<file path="src/hdl/kens_pkg.sv">
package kens_pkg;

  localparam int AngleFracBits = 27;
  localparam int CordicSteps   = 30;
  localparam int StepW         = 5;

  // Q.30 constants
  localparam logic signed [35:0] PiQ30     = 36'sd3373259426;
  localparam logic signed [35:0] TwoPiQ30  = 36'sd6746518852;
  localparam logic signed [35:0] HalfPiQ30 = 36'sd1686629713;
  localparam logic signed [35:0] GainQ30   = 36'sd652032874;
  localparam logic signed [35:0] OneQ30    = 36'sd1073741824;

  // u range is [-2^31, 2^31-1] in Q4.27
  localparam logic signed [35:0] AngMax = 36'sd2147483647;
  localparam logic signed [35:0] AngMin = -36'sd2147483648;

  localparam logic [34:0] StepCap = 35'h2_0000_0000;

  localparam logic [0:0] CfgTolerance = 1'd0;
  localparam logic [0:0] CfgMaxRounds = 1'd1;

  function automatic logic signed [35:0] atan_q30(input logic [StepW-1:0] i);
    logic signed [35:0] v;
    unique case (i)
      5'd0:  v = 36'sd843314856;
      5'd1:  v = 36'sd497837829;
      5'd2:  v = 36'sd263043836;
      5'd3:  v = 36'sd133525158;
      5'd4:  v = 36'sd66987894;
      5'd5:  v = 36'sd33535579;
      5'd6:  v = 36'sd16777898;
      5'd7:  v = 36'sd8388437;
      5'd8:  v = 36'sd4194282;
      5'd9:  v = 36'sd2097149;
      5'd10: v = 36'sd1048575;
      5'd11: v = 36'sd524287;
      5'd12: v = 36'sd262143;
      5'd13: v = 36'sd131071;
      5'd14: v = 36'sd65535;
      5'd15: v = 36'sd32767;
      5'd16: v = 36'sd16383;
      5'd17: v = 36'sd8191;
      5'd18: v = 36'sd4095;
      5'd19: v = 36'sd2047;
      5'd20: v = 36'sd1023;
      5'd21: v = 36'sd511;
      5'd22: v = 36'sd255;
      5'd23: v = 36'sd127;
      5'd24: v = 36'sd63;
      5'd25: v = 36'sd31;
      5'd26: v = 36'sd15;
      5'd27: v = 36'sd8;
      5'd28: v = 36'sd4;
      5'd29: v = 36'sd2;
      default: v = 36'sd0;
    endcase
    return v;
  endfunction

endpackage

</file>
<file path="src/hdl/kens_divider.sv">
// Restoring divider, one quotient bit a cycle, saturating at the step cap.
module kens_divider import kens_pkg::*; (
  input  logic        clk_i,
  input  logic        rst_ni,
  input  logic        start_i,
  input  logic [35:0] num_i,   // magnitude
  input  logic [35:0] den_i,   // magnitude, non-zero
  output logic        done_o,
  output logic [34:0] quo_o
);

  // 36 numerator bits, then 30 fraction bits
  localparam int Bits = 66;

  logic        busy_q, busy_d;
  logic [6:0]  cnt_q, cnt_d;
  logic [35:0] rem_q, rem_d;
  logic [35:0] num_q, num_d;
  logic [35:0] den_q, den_d;
  logic [35:0] q_q, q_d;
  logic        sat_q, sat_d;
  logic        done_q, done_d;
  logic [36:0] trial;
  logic [35:0] qn;

  always_comb begin
    busy_d = busy_q;
    cnt_d  = cnt_q;
    rem_d  = rem_q;
    num_d  = num_q;
    den_d  = den_q;
    q_d    = q_q;
    sat_d  = sat_q;
    done_d = 1'b0;
    trial  = '0;
    qn     = '0;
    if (start_i) begin
      busy_d = 1'b1;
      cnt_d  = 7'(Bits);
      rem_d  = '0;
      num_d  = num_i;
      den_d  = den_i;
      q_d    = '0;
      sat_d  = 1'b0;
    end else if (busy_q) begin
      // dividend bits beyond the numerator shift in as zeros
      trial = {rem_q, num_q[35]} - {1'b0, den_q};
      if (!trial[36]) begin
        rem_d = trial[35:0];
        qn    = {q_q[34:0], 1'b1};
      end else begin
        rem_d = {rem_q[34:0], num_q[35]};
        qn    = {q_q[34:0], 1'b0};
      end
      num_d = {num_q[34:0], 1'b0};
      if (sat_q || q_q[35] || (q_q[34:0] > {1'b0, StepCap[34:1]})
          || ({1'b0, qn[34:0]} > {1'b0, StepCap}) || qn[35]) begin
        sat_d = 1'b1;
        q_d   = {1'b0, StepCap};
      end else begin
        q_d = qn;
      end
      cnt_d = cnt_q - 7'd1;
      if (cnt_q == 7'd1) begin
        busy_d = 1'b0;
        done_d = 1'b1;
      end
    end
  end

  always_ff @(posedge clk_i or negedge rst_ni) begin
    if (!rst_ni) begin
      busy_q <= 1'b0;
      done_q <= 1'b0;
      cnt_q  <= '0;
    end else begin
      busy_q <= busy_d;
      done_q <= done_d;
      cnt_q  <= cnt_d;
    end
  end

  always_ff @(posedge clk_i) begin
    rem_q <= rem_d;
    num_q <= num_d;
    den_q <= den_d;
    q_q   <= q_d;
    sat_q <= sat_d;
  end

  assign done_o = done_q;
  assign quo_o  = sat_q ? StepCap : q_q[34:0];

endmodule

</file>
<file path="config.mk">
export PLATFORM = sky130hd
export DESIGN_NAME = kens_divider
export DESIGN_NICKNAME = d
export VERILOG_FILES = /design/src/hdl/kens_pkg.sv /design/src/hdl/kens_divider.sv
export SDC_FILE = /design/constraint.sdc
export NUM_CORES = 1
export LEC_CHECK = 0
export BUFFER_PORTS_ARGS = -buffer_cell sky130_fd_sc_hd__buf_4
export CAP_MARGIN = 30
export CORE_ASPECT_RATIO = 0.75
export CORE_MARGIN = 3
export CORE_UTILIZATION = 40
export CTS_CLUSTER_DIAMETER = 30
export DETAILED_ROUTE_END_ITERATION = 8
export PLACE_DENSITY = 0.63
export RECOVER_POWER = 100
export REMOVE_ABC_BUFFERS = 1
export SLEW_MARGIN = 20
export SYNTH_ARGS = -nofsm -noshare
export SYNTH_HDL_FRONTEND = slang
export SYNTH_SLANG_ARGS = --single-unit
</file>
<file path="constraint.sdc">
create_clock -name clk_i -period 3.23 [get_ports clk_i]
set_clock_uncertainty 0.05 [all_clocks]
set_input_delay 0.646 -clock clk_i [delete_from_list [all_inputs] [get_ports clk_i]]
set_output_delay 0.646 -clock clk_i [all_outputs]
set_load 0.1 [all_outputs]
</file>
## Word level (Yosys, flattened, before mapping)

Index checks and enable logic that the tools add are counted.

- Bits in registers: 154
- Input port bits: 75
- Output and inout bits: 36

- Add/sub/neg operators: 2
- $lt $le $gt $ge: 2
- Equality and inequality tests: 1
- Muxes and demuxes: 16
- Reductions and logical operators: 6

Operator list:

| kind | number |
|---|---|
| 36-bit two-way mux | 6 |
| 37-bit by 36-bit subtractor with 37-bit output | 1 |
| 35-bit by 33-bit greater-than comparator with 1-bit output, second input constant | 1 |
| 35-bit by 34-bit greater-than comparator with 1-bit output, second input constant | 1 |
| 35-bit two-way mux | 1 |
| 7-bit two-way mux | 2 |
| 7-bit by 1-bit == test with 1-bit output, second input constant | 1 |
| 1-bit two-way mux | 7 |
| 7-bit by 1-bit subtractor with 7-bit output, second input constant | 1 |
| 1-bit logical OR | 4 |
| 2-bit AND reduction | 1 |
| 2-bit nonzero test | 1 |

## Logic depth before layout (Yosys ltp)

- Word-level depth: 8
- Gate-level depth with buffers: 13
- Gate-level depth less buffers: 12

## Worst setup path after synthesis

Ideal clock, no wire load.

- Path kind: register -> register
- From: reg num_q[35]
- To: reg rem_q[27]
- Library setup time: 0.116 ns
- Data arrival time: 2.727 ns
- Data required time: 3.064 ns
- Path slack: 0.336 ns
- Cell stages (with the launch flop): 14
- Path buffers: 1
- Period minus slack after synthesis: 2.894 ns
- Cell sequence: edfxtp_1 -> inv_1 -> ha_1 -> fa_1 -> nor2b_1 -> o31a_1 -> o211ai_1 -> a21oi_2 -> o2111ai_1 -> nand3_2 -> xor2_4 -> buf_2 -> nand2_1 -> o211a_1

- Word-level cells in the longest chain between the ends: 2

Ends and longest elaborated chain:

| what | line | RTL |
|---|---|---|
| start, declared | kens_divider.sv:18 | `logic [35:0] num_q, num_d;` |
| start signal, assigned | kens_divider.sv:85 | `num_q <= num_d;` |
| 37-bit by 36-bit subtractor with 37-bit output | kens_divider.sv:47 | `trial = {rem_q, num_q[35]} - {1'b0, den_q};` |
| 36-bit two-way mux | kens_divider.sv:48 | `if (!trial[36]) begin` |
| end signal, assigned | kens_divider.sv:84 | `rem_q <= rem_d;` |
| end, declared | kens_divider.sv:17 | `logic [35:0] rem_q, rem_d;` |

No other way between the ends.
A chain may end at the register's enable or synchronous reset.

## Worst setup path after layout

- From: reg den_q[0]
- To: reg rem_q[23]

- Word-level cells in the longest chain between the ends: 2

Ends and longest elaborated chain:

| what | line | RTL |
|---|---|---|
| start, declared | kens_divider.sv:19 | `logic [35:0] den_q, den_d;` |
| start signal, assigned | kens_divider.sv:86 | `den_q <= den_d;` |
| 37-bit by 36-bit subtractor with 37-bit output | kens_divider.sv:47 |  |
| 36-bit two-way mux | kens_divider.sv:48 |  |

No other way between the ends.

==> metrics.csv <==
metric,value,unit
run_status,finished clean,
synth-seq-cells,154,
hpwl,12990,um
worst-setup-path-type,reg2reg,
finalWorstPathRequiredPeriod,3075,ps
fmax,325.2,MHz
power.density_cell_area,602.7,mW/mm^2
placement_rows,44,
p_int,0.004126,W
insertion_delay,430,ps
tritoncts.num_buffers,17,
yosys.area_share.adder,6.045,%
synthArstFlopShare,5.844,%
synth-edff-count,72,
slack_of_the_critical_path,154.9,ps
netlist.top_cell.by_area,sky130_fd_sc_hd__edfxtp_1,
gp_congestion,0.8402,
synthesized_area_fraction_occupied_by_ao_oa_aoi_and_oai_cells,16.62,%
cts.sinks,154,
post_synth_num_cell_types,70,
synthSimpleGateAreaFrac,14.12,%
switching_power,0.001855,W
worstReg2RegStart,den_q[0]$_DFFE_PP_,
layout_worst_path_cycle_share,95.20,%
hold_crit_start,den_i[31],
crit_arrival,3340,ps
cp_cell_sequence,ha_1 -> fa_1 -> nor2b_1 -> o31a_1 -> o211ai_1 -> a21oi_2 -> o2111ai_2 -> nand3_4 -> xor2_4 -> buf_12 -> nor3_1 -> nor4_1,
overall_die_width,171.3,um
crit_path_top_delay_cell,sky130_fd_sc_hd__fa_1,
power.combinational.fraction,27.2,%
synth_top_family_by_area,compound AO/OA/AOI/OAI gates,
drt_iter0_drc,441,
yosys.area.top_type_share,26.38,%
htree_depth,4,
final_cells,1174,
worst_slew_pin_slew,1179,ps
final_hold_violations,0,
grt_overflow_total,0,
clock_power_share,33.3,%
first_pass_grt_wire_length,29900,um
grt_setup_unrepaired,true,
cts_tree,yes,
synth_top_cells_by_area,"sky130_fd_sc_hd__edfxtp_1, sky130_fd_sc_hd__dfxtp_1, sky130_fd_sc_hd__ha_1",
maxCapViolCount,0,
worst_setup_path_startpoint,den_q[0]$_DFFE_PP_,
dp.cells,1138,
syn_area,0.008197,mm^2
clock_tree.buffer_depth,2,
critical_path.max_stage_delay,410,ps
critical_path_end_type,flip-flop,
dp_slack,127.7,ps
route.detailed.vias_per_inst,5.362,
drtAntennaViolNets,0,
seq_area_frac_synth,46.95,%
cts.reportedPaths.clkPinSlew,70,ps
grt_max_degree,78,
io_pins,111,
flop_pwr_share,39.5,%
synthesis.instances,793,
floorplan.initialDensity,41.59,%
finish.net_count,1022,
wirelength,18630,um
power_leakage,4.229,nW
placement.cell_area,0.009351,mm^2
fraction_of_layout_instances_using_a_drive_strength_above_1,22.80,%
yosysWarnings,0,
vias,6295,
final_area,0.009923,mm^2
first_global_vias,5871,
switch_share,31.01,%
antenna_found_initial,0,
final-max-slew-violation-count,0,
postSynth.topFlopCell,sky130_fd_sc_hd__dfxtp_1,
path_max_fanout,25,
hold_path.class,in2reg,
port_buffers,110,
post_drt_wl_per_cell,15.87,um
setup_viol_count_final,0,
die-area,0.02226,mm^2
grt_usage,16.89,%
flow.area_growth_from_synthesis,21.07,%
diodes,0,
drt_pass1_iterations,5,
drc_errors,0,
crit_required,3500,ps
core,0.01971,mm^2
ir_worst_vdd,0.2964,mV
finalSetupTns,0,ps
fp.dieH,130.0,um
synth_xor_area_share,4.274,%
timing.slew.headroom,21.76,%
totalPowerFinal,0.005981,W
cp-start-kind,flip-flop,
synthMuxAreaShare,7.617,%
cts-root-buf,sky130_fd_sc_hd__clkbuf_16,
avgSynthCellArea,10.34,um^2
-- path summary, 6_finish.rpt --
kind                                          endpoint  slack [ps]  depth (start not counted)
worst max register to register  rem_q[23]$_SDFFE_PP0P_         150                         12
worst max-delay path            rem_q[23]$_SDFFE_PP0P_         150                         12
worst min register to register  rem_q[14]$_SDFFE_PP0P_         440                          2
max in group asynchronous         cnt_q[6]$_DFFE_PN0P_        2160                          2
worst min-delay path               den_q[31]$_DFFE_PP_         360                          1
min in group asynchronous         cnt_q[3]$_DFFE_PN0P_         640                          2
-- flip-flops by register name, summed over array words and instances, names as in the netlist --
name and flops:
busy_q 1, cnt_q 7, den_q 36, done_o 1
num_q 36, q_q 36, rem_q 36, sat_q 1
-- logic make-up (layout without fill, tap and decap cells) --
group                    count (synthesis)  count (layout)
AO/OA/AOI/OAI                          191             191
XOR/XNOR                                37              37
adder cells (fa/ha/maj)                 39              39
buffers and inverters                   88             216
flip-flops                             154             154
multiplexers                            58              58
AND/OR/NAND/NOR                        226             226
-- repair_timing --
| action | CTS | global route |
|---|---|---|
| hold buffers | 1 | 0 |
| resized for setup | 0 | 10 |
| setup buffers | 0 | 2 |
| hold endpoints to repair | 9 | 0 |
| setup endpoints to repair | 0 | 36 |
-- routing by layer --
metal	global-route usage, %	share of wire, %
met2	22.53	39
met3	5.754	8.1
met5	0	0
met4	5.109	1.3
met1	25.52	51
-- critical path, delay by kind of cell (launching register included) --
| kind | cells | cell delay (ps) |
|---|---|---|
| DFF | 1 | 380 |
| buffers and inverters | 1 | 230 |
| AOI/OAI and AO/OA | 4 | 740 |
| adders and majority gates | 2 | 630 |
| xor gates and xnor gates | 1 | 190 |
| and+or+nand+nor | 4 | 730 |
-- layout make-up --
type	count	area, um^2
fill	1810	9786
multi-input combinational	551	4044
sequential	154	3849
timing repair buffer	134	940.9
clock buffer	18	439.2
tap	253	316.6
inverter	50	187.7
clock inverter	14	146.4
-- metrics by stage --
step                hold slack (ps)  utilization [%]
finish                        360.3            50.35
CTS                           320.4            50.47
floorplan                     300.4                -
global placement              420.8            47.45
global route                  339.7            50.35
detailed placement            426.2            47.45
-- power by group through the flow --
stage	Clock (W)	Combinational (W)	Sequential (W)
after floorplan	0	0.00116	0.00237
final	0.00199	0.00163	0.00236
after detailed placement	0	0.00159	0.00240
after global placement	0	0.00159	0.00240
after global routing	0.00213	0.00180	0.00239
after CTS	0.00203	0.00160	0.00236
-- cells in the mapped netlist, drive strengths merged (16+ instances only) --
library cell and n:
a21oi 39, nand2 45, a211oi 18, edfxtp 72
mux2 35, inv 48, xnor2 25, nor2 58
dfxtp 73, o21ai 28, ha 38, nor4 17
nor2b 38, mux2i 23, clkbuf 24, a22o 35
nor3 16
-- cell usage in the layout (no fill, tap or decap), types with 4 or more instances in the layout --
cell type                   netlist  layout
sky130_fd_sc_hd__a211oi_1        18      18
sky130_fd_sc_hd__a21o_1          15      15
sky130_fd_sc_hd__a21oi_1         37      37
sky130_fd_sc_hd__a22o_1          35      35
sky130_fd_sc_hd__a311oi_1         5       4
sky130_fd_sc_hd__a31oi_1          6       4
sky130_fd_sc_hd__and2_1           6       5
sky130_fd_sc_hd__and3_1           6       6
sky130_fd_sc_hd__buf_4            1      52
sky130_fd_sc_hd__clkbuf_1        24       6
sky130_fd_sc_hd__clkbuf_16        0      17
sky130_fd_sc_hd__clkbuf_2         0      36
sky130_fd_sc_hd__clkbuf_4         0      36
sky130_fd_sc_hd__clkinv_1         2       5
sky130_fd_sc_hd__dfrtp_1          9       9
sky130_fd_sc_hd__dfxtp_1         73      73
sky130_fd_sc_hd__edfxtp_1        72      72
sky130_fd_sc_hd__ha_1            38      38
sky130_fd_sc_hd__inv_1           48      48
sky130_fd_sc_hd__mux2_2          35      35
sky130_fd_sc_hd__mux2i_1         23      23
sky130_fd_sc_hd__nand2_1         45      45
sky130_fd_sc_hd__nand3_1         10      10
sky130_fd_sc_hd__nand4_1          7       7
sky130_fd_sc_hd__nor2_1          58      58
sky130_fd_sc_hd__nor2b_1         38      38
sky130_fd_sc_hd__nor3_1          16      16
sky130_fd_sc_hd__nor4_1          17      16
sky130_fd_sc_hd__o21a_1           5       5
sky130_fd_sc_hd__o21ai_0         26      26
sky130_fd_sc_hd__o21bai_1         7       7
sky130_fd_sc_hd__xnor2_1         24      24
sky130_fd_sc_hd__xor2_1          11      11
Note: power is estimated with default switching activity, not from simulation.
